**src/design/sqsh_pkg.sv**
```systemverilog
// ----------------------------------------------------------------------------
// sqsh_pkg
// Shared types, constants and helpers for the song query signature hash unit.
// ----------------------------------------------------------------------------
package sqsh_pkg;

	localparam int WordW = 32;
	localparam int ByteW = 8;

	// id byte masks
	localparam logic [WordW-1:0] ByteMask0 = 32'h0000_00FF;
	localparam logic [WordW-1:0] ByteMask1 = 32'h0000_FF00;
	localparam logic [WordW-1:0] ByteMask2 = 32'h00FF_0000;
	localparam logic [WordW-1:0] ByteMask3 = 32'hFF00_0000;

	// shift amounts of the constant multipliers (x9, x17, x33)
	localparam int Shift9  = 3;
	localparam int Shift17 = 4;
	localparam int Shift33 = 5;

	// item codes
	localparam logic ModeByte   = 1'b0;
	localparam logic ModeFinish = 1'b1;

	typedef logic [WordW-1:0] word_t;

	typedef enum logic [2:0] {
		ST_IDLE,
		ST_BYTE_MUL,
		ST_BYTE_ACC,
		ST_FIN_SUM,
		ST_FIN_MUL1,
		ST_FIN_MUL2,
		ST_FIN_OUT
	} state_t;

	typedef enum logic [1:0] {
		MUL_SEL_BYTE,
		MUL_SEL_FIN1,
		MUL_SEL_FIN2
	} mul_sel_t;

	// sequencer controls to the datapath
	typedef struct packed {
		logic     in_ready;
		logic     mul_en;
		mul_sel_t mul_sel;
		logic     byte_acc;
		logic     fin_sum;
		logic     fin_load;
	} ctrl_t;

	// build the scrambled word from the id bytes
	function automatic word_t scramble_id(input word_t id);
		logic [ByteW-1:0] b0, b1, b2, b3, x2, x3;
		b0 = id[7:0];
		b1 = id[15:8];
		b2 = id[23:16];
		b3 = id[31:24];
		x2 = (b2 == '0) ? ~b1 : b2;
		x3 = (b3 == '0) ? ~b0 : b3;
		return {b0, x2, b1, x3};
	endfunction

endpackage

```
**src/design/sqsh_in_if.sv**
```systemverilog
// ----------------------------------------------------------------------------
// sqsh_in_if
// Input channel: one string byte or one finish word with the song id.
// ----------------------------------------------------------------------------
interface sqsh_in_if;
	logic              valid;
	logic              ready;
	logic              mode;
	logic [7:0]        data_byte;
	logic signed [31:0] song_id;

	modport source (output valid, output mode, output data_byte, output song_id,
		input ready);
	modport sink (input valid, input mode, input data_byte, input song_id,
		output ready);
endinterface

```
**src/design/sqsh_out_if.sv**
```systemverilog
// ----------------------------------------------------------------------------
// sqsh_out_if
// Output channel: one signature word per finish item.
// ----------------------------------------------------------------------------
interface sqsh_out_if;
	logic               valid;
	logic               ready;
	logic signed [31:0] signature;

	modport source (output valid, output signature, input ready);
	modport sink (input valid, input signature, output ready);
endinterface

```
**src/design/song_query_signature_hash_unit.sv**
```systemverilog
// Byte item: from accept until the next item can be taken, the steps are
// accept, multiply of byte by running weight, accumulate.
// Finish item: accept, sum, two passes through the shared multiplier and
// output load, which waits while the output register is still full.
// The single 32x32 multiplier is shared by both. Reset (arst_n low) returns
// both hashes to zero, the running weight to one and the sequencer to idle.
// ----------------------------------------------------------------------------
// song_query_signature_hash_unit
// Forward hash and weighted sum over string bytes, signature on finish.
// ----------------------------------------------------------------------------
module song_query_signature_hash_unit (
	input  logic clk,
	input  logic arst_n,
	sqsh_in_if.sink    req,
	sqsh_out_if.source rsp
);
	import sqsh_pkg::*;

	ctrl_t ctrl;
	logic  accept;
	logic  out_free;

	word_t fwd_q, wsum_q, weight_q;
	logic  odd_q;
	logic [ByteW-1:0] c_q;
	word_t id_q, t_q, s_q;
	word_t mul_a, mul_b, mul_prod;
	word_t c_ext;

	logic  out_valid_q;
	word_t sig_q;

	assign accept   = req.valid && ctrl.in_ready;
	assign out_free = !out_valid_q || rsp.ready;
	assign req.ready = ctrl.in_ready;

	sqsh_fsm u_fsm (
		.clk      (clk),
		.arst_n   (arst_n),
		.in_valid (req.valid),
		.in_mode  (req.mode),
		.out_free (out_free),
		.ctrl     (ctrl)
	);

	// select multiplier operands
	assign c_ext = {{(WordW-ByteW){c_q[ByteW-1]}}, c_q};

	always_comb begin
		unique case (ctrl.mul_sel)
			MUL_SEL_BYTE: begin
				mul_a = c_ext;
				mul_b = weight_q;
			end
			MUL_SEL_FIN1: begin
				mul_a = s_q;
				mul_b = fwd_q | t_q;
			end
			MUL_SEL_FIN2: begin
				mul_a = mul_prod;
				mul_b = wsum_q ^ id_q;
			end
			default: begin
				mul_a = c_ext;
				mul_b = weight_q;
			end
		endcase
	end

	sqsh_mul u_mul (
		.clk  (clk),
		.en   (ctrl.mul_en),
		.op_a (mul_a),
		.op_b (mul_b),
		.prod (mul_prod)
	);

	// hash state: forward hash on accept, weighted sum on accumulate
	always_ff @(posedge clk or negedge arst_n) begin
		if (!arst_n) begin
			fwd_q    <= '0;
			wsum_q   <= '0;
			weight_q <= word_t'(1);
			odd_q    <= 1'b0;
		end else if (ctrl.fin_load) begin
			fwd_q    <= '0;
			wsum_q   <= '0;
			weight_q <= word_t'(1);
			odd_q    <= 1'b0;
		end else begin
			if (accept && req.mode == ModeByte) begin
				fwd_q <= (odd_q ? (fwd_q << Shift17) : (fwd_q << Shift9)) + fwd_q
					+ {{(WordW-ByteW){req.data_byte[ByteW-1]}}, req.data_byte};
			end
			if (ctrl.byte_acc) begin
				wsum_q   <= wsum_q + mul_prod;
				weight_q <= (odd_q ? (weight_q << Shift33) : (weight_q << Shift17))
					+ weight_q;
				odd_q    <= !odd_q;
			end
		end
	end

	// capture item payload and the finish sum
	always_ff @(posedge clk) begin
		if (accept) begin
			c_q  <= req.data_byte;
			id_q <= word_t'(req.song_id);
			t_q  <= scramble_id(word_t'(req.song_id));
		end
		if (ctrl.fin_sum) begin
			s_q <= (t_q ^ wsum_q) + (fwd_q | id_q);
		end
	end

	// output register
	always_ff @(posedge clk or negedge arst_n) begin
		if (!arst_n) begin
			out_valid_q <= 1'b0;
		end else if (ctrl.fin_load) begin
			out_valid_q <= 1'b1;
		end else if (rsp.ready) begin
			out_valid_q <= 1'b0;
		end
	end

	always_ff @(posedge clk) begin
		if (ctrl.fin_load) begin
			sig_q <= mul_prod;
		end
	end

	assign rsp.valid     = out_valid_q;
	assign rsp.signature = sig_q;

endmodule

```
**src/design/sqsh_mul.sv**
```systemverilog
// ----------------------------------------------------------------------------
// sqsh_mul
// Shared 32x32 multiplier, low word of the product registered.
// ----------------------------------------------------------------------------
module sqsh_mul (
	input  logic             clk,
	input  logic             en,
	input  sqsh_pkg::word_t  op_a,
	input  sqsh_pkg::word_t  op_b,
	output sqsh_pkg::word_t  prod
);
	import sqsh_pkg::*;

	word_t prod_lo;
	word_t prod_q;

	// multiply, keep the low word of the product
	assign prod_lo = op_a * op_b;

	always_ff @(posedge clk) begin
		if (en) begin
			prod_q <= prod_lo;
		end
	end

	assign prod = prod_q;

endmodule

```
**src/design/sqsh_fsm.sv**
```systemverilog
// ----------------------------------------------------------------------------
// sqsh_fsm
// Sequencer that steps the shared multiplier through byte and finish work.
// ----------------------------------------------------------------------------
module sqsh_fsm (
	input  logic            clk,
	input  logic            arst_n,
	input  logic            in_valid,
	input  logic            in_mode,
	input  logic            out_free,
	output sqsh_pkg::ctrl_t ctrl
);
	import sqsh_pkg::*;

	state_t state_q, state_d;

	always_ff @(posedge clk or negedge arst_n) begin
		if (!arst_n) begin
			state_q <= ST_IDLE;
		end else begin
			state_q <= state_d;
		end
	end

	// next state
	always_comb begin
		state_d = state_q;
		unique case (state_q)
			ST_IDLE: begin
				if (in_valid) begin
					state_d = (in_mode == ModeFinish) ? ST_FIN_SUM : ST_BYTE_MUL;
				end
			end
			ST_BYTE_MUL: state_d = ST_BYTE_ACC;
			ST_BYTE_ACC: state_d = ST_IDLE;
			ST_FIN_SUM:  state_d = ST_FIN_MUL1;
			ST_FIN_MUL1: state_d = ST_FIN_MUL2;
			ST_FIN_MUL2: state_d = ST_FIN_OUT;
			ST_FIN_OUT: begin
				if (out_free) begin
					state_d = ST_IDLE;
				end
			end
			default: state_d = ST_IDLE;
		endcase
	end

	// outputs
	always_comb begin
		ctrl = '0;
		ctrl.mul_sel = MUL_SEL_BYTE;
		unique case (state_q)
			ST_IDLE:     ctrl.in_ready = 1'b1;
			ST_BYTE_MUL: begin
				ctrl.mul_en  = 1'b1;
				ctrl.mul_sel = MUL_SEL_BYTE;
			end
			ST_BYTE_ACC: ctrl.byte_acc = 1'b1;
			ST_FIN_SUM:  ctrl.fin_sum = 1'b1;
			ST_FIN_MUL1: begin
				ctrl.mul_en  = 1'b1;
				ctrl.mul_sel = MUL_SEL_FIN1;
			end
			ST_FIN_MUL2: begin
				ctrl.mul_en  = 1'b1;
				ctrl.mul_sel = MUL_SEL_FIN2;
			end
			ST_FIN_OUT:  ctrl.fin_load = out_free;
			default:     ctrl = '0;
		endcase
	end

endmodule
```
**src/flat_wrapper.sv**
```systemverilog
// flat-port wrapper written by rule: the top's interface ports become plain ports
module song_query_signature_hash_unit_flat import sqsh_pkg::*;
  (clk, arst_n, req_valid, req_mode, req_data_byte, req_song_id, req_ready, rsp_valid, rsp_signature, rsp_ready);
  sqsh_in_if req_i ();
  sqsh_out_if rsp_i ();
  input  logic clk;
  input  logic arst_n;
  input wire logic [$bits(req_i.valid)-1:0] req_valid;
  input wire logic [$bits(req_i.mode)-1:0] req_mode;
  input wire logic [$bits(req_i.data_byte)-1:0] req_data_byte;
  input wire logic [$bits(req_i.song_id)-1:0] req_song_id;
  output wire logic [$bits(req_i.ready)-1:0] req_ready;
  output wire logic [$bits(rsp_i.valid)-1:0] rsp_valid;
  output wire logic [$bits(rsp_i.signature)-1:0] rsp_signature;
  input wire logic [$bits(rsp_i.ready)-1:0] rsp_ready;
  assign req_i.valid = req_valid;
  assign req_i.mode = req_mode;
  assign req_i.data_byte = req_data_byte;
  assign req_i.song_id = req_song_id;
  assign req_ready = req_i.ready;
  assign rsp_valid = rsp_i.valid;
  assign rsp_signature = rsp_i.signature;
  assign rsp_i.ready = rsp_ready;
  song_query_signature_hash_unit u_core (.clk(clk), .arst_n(arst_n), .req(req_i), .rsp(rsp_i));
endmodule
```
**config.mk**
```make
export PLATFORM = sky130hd
export DESIGN_NAME = song_query_signature_hash_unit_flat
export DESIGN_NICKNAME = d
export VERILOG_FILES = /design/src/design/sqsh_pkg.sv /design/src/design/sqsh_in_if.sv /design/src/design/sqsh_out_if.sv /design/src/design/song_query_signature_hash_unit.sv /design/src/design/sqsh_mul.sv /design/src/design/sqsh_fsm.sv /design/src/flat_wrapper.sv
export SDC_FILE = /design/constraint.sdc
export NUM_CORES = 2
export LEC_CHECK = 0
export ABC_CLOCK_PERIOD_IN_PS = 10400
export BUFFER_PORTS_ARGS = -buffer_cell sky130_fd_sc_hd__buf_2
export CAP_MARGIN = 20
export CELL_PAD_IN_SITES_DETAIL_PLACEMENT = 1
export CELL_PAD_IN_SITES_GLOBAL_PLACEMENT = 1
export CORE_UTILIZATION = 52
export DETAILED_ROUTE_END_ITERATION = 8
export PLACE_DENSITY = 0.91
export RECOVER_POWER = 25
export SLEW_MARGIN = 20
export SYNTH_ARGS = -nofsm -noshare
export SYNTH_HDL_FRONTEND = slang
export SYNTH_HIERARCHICAL = 1
export SYNTH_SLANG_ARGS = --single-unit
```
**constraint.sdc**
```tcl
create_clock -name clk -period 10.4 [get_ports clk]
set_input_delay 0.52 -clock clk [delete_from_list [all_inputs] [get_ports clk]]
set_output_delay 0.52 -clock clk [all_outputs]
set_load 0.02 [all_outputs]
```
## After elaboration in Yosys (flattened, before gate mapping)

Cells that the tools add are included.

- Add/subtract/negate cells: 5
- Multiply operators: 1
- Equality and inequality tests: 10
- Mux-type cells: 25
- Bitwise operators: 7
- Reduce and logical (&&, ||, !) cells: 12

Operator list:

| cell | count |
|---|---|
| $mux 32 | 8 |
| $add 32x32->32 | 5 |
| $pmux 32 s2 | 2 |
| $or 32x32->32 | 2 |
| $xor 32x32->32 | 2 |
| $mul 32x32->32 | 1 |
| $pmux 3 s6 | 1 |
| $logic_not 8->1 | 2 |
| $mux 8 | 2 |
| $not 8->8 | 2 |
| $eq 3x3->1 const B | 3 |
| $pmux 3 s3 | 1 |
| $mux 1 | 8 |
| $eq 3x2->1 const B | 2 |
| $mux 3 | 2 |
| $reduce_bool 2->1 | 3 |
| $ne 2x2->1 const B | 2 |
| $eq 3x1->1 const B | 1 |
| $logic_not 3->1 | 1 |
| $eq 2x1->1 const B | 1 |
| $eq 2x2->1 const B | 1 |
| $logic_and 1x1->1 | 2 |
| $logic_not 1->1 | 2 |
| $mux 2 | 1 |
| other kinds (3) | 3 |

- Bits in registers: 269
- Bits of input ports: 45
- Output and inout bits: 34
- Word-level logic and storage cells: 72

## Logic depth before layout (Yosys ltp)

- Depth in word-level cells: 6
- Gate-level depth with buffers: 35
- Depth with buffers taken out: 31

## Hierarchy

The synthesis kept the hierarchy.

Modules (own cells, without submodules):

| module | instances | cells an instance | area an instance (um2) | sequential area each (um2) |
|---|---|---|---|---|
| sqsh_mul | 1 | 1734 | 16752.3 | 960.9 |
| song_query_signature_hash_unit | 1 | 1726 | 16644.7 | 5982.0 |
| sqsh_fsm | 1 | 24 | 212.7 | 75.1 |

## Worst setup path before layout

OpenSTA, ideal clock, no wires.

- Path type: flip-flop to flip-flop
- From: register u_core.u_fsm.state_q[1]
- To: register u_core.u_mul.prod_q[31], in the netlist u_core/u_mul/prod[31] (data pin)
- Library setup time: 260 ps
- Data arrival time: 8285 ps
- Required time: 10140 ps
- Slack: 1855 ps
- Cell stages (with the launch flop): 34
- Buffers on the path: 6
- Period minus slack after synthesis: 8545 ps
- Path through: dfrtp_1 > buf_4 > nor3b_1 > inv_1 > ha_1 > clkbuf_1 > nor2b_1 > clkbuf_1 > clkbuf_1 > nor2_1 > clkbuf_1 > clkbuf_1 > and2_1 > fa_1 > fa_1 > fa_1 > inv_1 > fa_1 > inv_1 > fa_1 > inv_1 > fa_1 > inv_1 > fa_1 > fa_1 > ha_1 > and3_4 > nand2_2 > or3_1 > o221ai_2 > a21oi_2 > or2_4 > o31ai_4 > xnor2_1

RTL lines:

| element | RTL line | source |
|---|---|---|
| from (decl) | sqsh_fsm.sv:15 | `state_t state_q, state_d;` |
| from (signal assigned) | sqsh_fsm.sv:21 | `state_q <= state_d;` |
| to (signal assigned) | sqsh_mul.sv:22 | `prod_q <= prod_lo;` |
| to (decl) | sqsh_mul.sv:15 | `word_t prod_q;` |

==> impl_metrics.tcl <==
set metrics [dict create \
    async_reset_ff_share_pct 39.2 \
    cts-root-buf "clkbuf_16" \
    place_hpwl_mm 95.4 \
    arrival_ns 10.53 \
    synth-edff-count 152 \
    drive_above_1_share_pct 8.37 \
    setup_tns_ns 0 \
    path_delay_family "adder cells" \
    initial_utilization_pct 53.0 \
    violations "max-capacitance violations, max-slew violations" \
    dieArea_mm2 0.0657 \
    crit_path_start_kind "flip-flop" \
    synth_area_leaders "fa_1, edfxtp_1, ha_1, dfrtp_1, and2_1" \
    port_buffers 78 \
    required_ns 10.75 \
    gr-total-overflow 0 \
    avgSynthCellArea_um2 9.65 \
    synth_seq_cells 250 \
    cap_violations 2 \
    startpoint "u_core/u_fsm/state_q[0]$_DFFE_PN0P_" \
    finalHoldViolations 0 \
    synth_top_family_by_area "adder cells" \
    clk_latency_ns 0.62 \
    synth_compound_area_share_pct 11.6 \
    status "finished with violations" \
    yosys.area_share.simple_pct 16.5 \
    synth_warnings 6 \
    yosysTopAreaCell "fa_1" \
    hold_class "input port to flip-flop" \
    maxSlewViolCount 68 \
    viasPerCell 6.40 \
    grtUsageTotal_pct 37.1 \
    htreeDepth 1 \
    final_antenna_net_count 0 \
    reg2reg_slack_ns 0.22 \
    die_h_um 256 \
    max_slew.worst_pin.slew_ns 2.55 \
    core-area_mm2 0.0634 \
    path_buf_inv 8 \
    regToRegStartpoint "u_core/u_fsm/state_q[0]$_DFFE_PN0P_" \
    tritoncts "built" \
    synth-seq-area-share_pct 20.9 \
    grt_max_degree 65 \
    synth_adder_area_share_pct 35.3 \
    area_growth_pct 6.90 \
    yosys.area_share.xor_xnor_pct 5.97 \
    min_period_ns 10.18 \
    worst-path-max-fanout 64 \
    path_clk_slew_ns 0.07 \
    yosys.area.top_type_share_pct 26.2 \
    first_global_vias 30700 \
    critPathCaptureType "flip-flop" \
    fin_crit_sh_pct 97.9 \
    drtPass1Iterations 6 \
    path_common_cell "fa_1" \
    ios 79 \
    cpPeakStageDelay_ns 0.88 \
    setup_viol 0 \
    drt_iter0_markers 2572 \
    critPathCapture "u_core/u_mul/prod[28]$_DFFE_PP_" \
    rr_endpoint "u_core/u_mul/prod[28]$_DFFE_PP_" \
    fmax_mhz 98.2 \
    drc 0 \
    hp-start "req_song_id[12]" \
    crit_cells 29 \
    synth_cells 3484 \
    vias 27900 \
    die_w_um 256 \
    crit_type "flip-flop to flip-flop" \
    cts.sinks 250 \
    synth_nets 4214 \
    layout.nets 4218 \
    placementRows 92 \
    crit_slowest_cell "o21ai_1" \
    grt_pass1_wl_mm 185 \
    synthFlopType "edfxtp_1" \
    reg2reg_depth 29 \
    synth_cell_types 96 \
    numCtsBuffers 30 \
    grt_setup_unrepaired "false" \
    routabilityCongestion 0.972 \
    clockBufferDepth 3 \
    drt_wl_total_mm 121 \
    grt_antenna_before_repair 7 \
    syn_area_mm2 0.0336 \
    max_slew_margin_pct -70.1 \
    wl_per_cell_um 27.8 \
    fin_skew_ns 0.0351 \
    synthMuxAreaShare_pct 3.18 \
]
worst register-to-register path, delay by kind of cell, from the launching register on:
kind            cells  cell delay, ns
compound gates      6            2.42
fa+ha+maj          10            4.87
buf+inv             8            0.85
flops               1            0.51
simple gates        5            1.24
cells by family after synthesis:
group                    count (synthesis)
AO/OA/AOI/OAI                          577
XOR/XNOR                               229
adder cells (fa/ha/maj)                685
buffers and inverters                  566
flip-flops                             250
multiplexers                            98
AND/OR/NAND/NOR                       1079
final cells by class:
| cell class | instances | area, µm² |
|---|---|---|
| well taps | 846 | 1060 |
| clock buffers | 39 | 795 |
| repair buffers | 138 | 817 |
| inverters | 400 | 1500 |
| multi-input cells | 2668 | 24500 |
| clock inverters | 17 | 201 |
| fillers | 7023 | 27500 |
| diodes | 4 | 10.0 |
| flip-flops and latches | 250 | 7020 |
per-layer routing:
layer	vias to the layer above	GRT usage [%]	part of all wire, %
met3	522	6.12	8.5
met5	-	0	0.030
met4	4	22.6	7.0
met2	1527	62.4	48
li1	11500	-	-
met1	14300	44.7	36
stage by stage:
stage | hold WS, ns | util [%] | std cells | instance area (µm²) | setup slack, ns
5_1_grt | 0.0909 | 56.6 | 4358 | 35900 | 0.0180
3_3_place_gp | 0.544 | 55.0 | 4299 | 34900 | 0.989
3_5_place_dp | 0.545 | 55.0 | 4299 | 34900 | 0.592
2_1_floorplan | 0.224 | - | 3484 | 33600 | 1.86
4_1_cts | 0.0800 | 56.6 | 4356 | 35900 | 0.491
6_report | 0.0986 | 56.6 | 4362 | 35900 | 0.222
cell usage after synthesis, types with 91 or more instances:
library cell,instances
nor2_1,162
xor2_1,106
o21ai_0,91
edfxtp_1,152
a21oi_1,122
nand2_1,326
xnor2_1,123
clkbuf_1,151
dfrtp_1,97
inv_1,398
fa_1,440
and2_1,376
ha_1,245
worst min-delay path by stage:
stage,slack (ns),endpoint,cells past startpoint
2_1_floorplan,0.22,u_core/fwd_q[0]$_DFFE_PN0P_,0
3_3_place_gp,0.54,u_core/weight_q[28]$_DFFE_PN0N_,1
3_5_place_dp,0.55,u_core/weight_q[28]$_DFFE_PN0N_,1
4_1_cts,0.08,u_core/id_q[12]$_DFFE_PP_,1
5_1_grt,0.09,u_core/id_q[12]$_DFFE_PP_,1
6_report,0.1,u_core/id_q[12]$_DFFE_PP_,1
state kept, by name, summed over array words and instances, names as in the netlist, 16 cells and up:
name and flops:
u_core/t_q 16, u_core/wsum_q 32, u_core/fwd_q 32, u_core/weight_q 29, u_core/u_mul/prod 32, u_core/id_q 32, u_core/s_q 32, u_core/rsp.signature 32
cells in the final DEF (no fill, tap or decap), types with 29 or more instances in the layout:
| cell | Yosys | final |
|---|---|---|
| a21o_1 | 64 | 64 |
| a21oi_1 | 122 | 118 |
| a221oi_1 | 31 | 31 |
| and2_1 | 376 | 376 |
| buf_2 | 2 | 38 |
| buf_4 | 1 | 56 |
| clkbuf_1 | 151 | 49 |
| clkbuf_16 | 0 | 30 |
| dfrtp_1 | 97 | 96 |
| edfxtp_1 | 152 | 152 |
| fa_1 | 440 | 440 |
| ha_1 | 245 | 243 |
| inv_1 | 398 | 397 |
| mux2_2 | 67 | 67 |
| nand2_1 | 326 | 326 |
| nand3_1 | 29 | 29 |
| nor2_1 | 162 | 157 |
| o21ai_0 | 91 | 76 |
| o21ai_1 | 37 | 42 |
| o21bai_1 | 32 | 32 |
| or2_2 | 34 | 33 |
| xnor2_1 | 123 | 123 |
| xor2_1 | 106 | 106 |
what timing repair did:
action                     CTS  global route
hold buffers                 1             0
resized for setup            0             1
hold endpoints to repair    39             0
setup endpoints to repair    0             3
buffers inserted             0             0
Power is not shown: default switching activity piles up to over one toggle a cycle in this logic, so the estimate is an artifact.
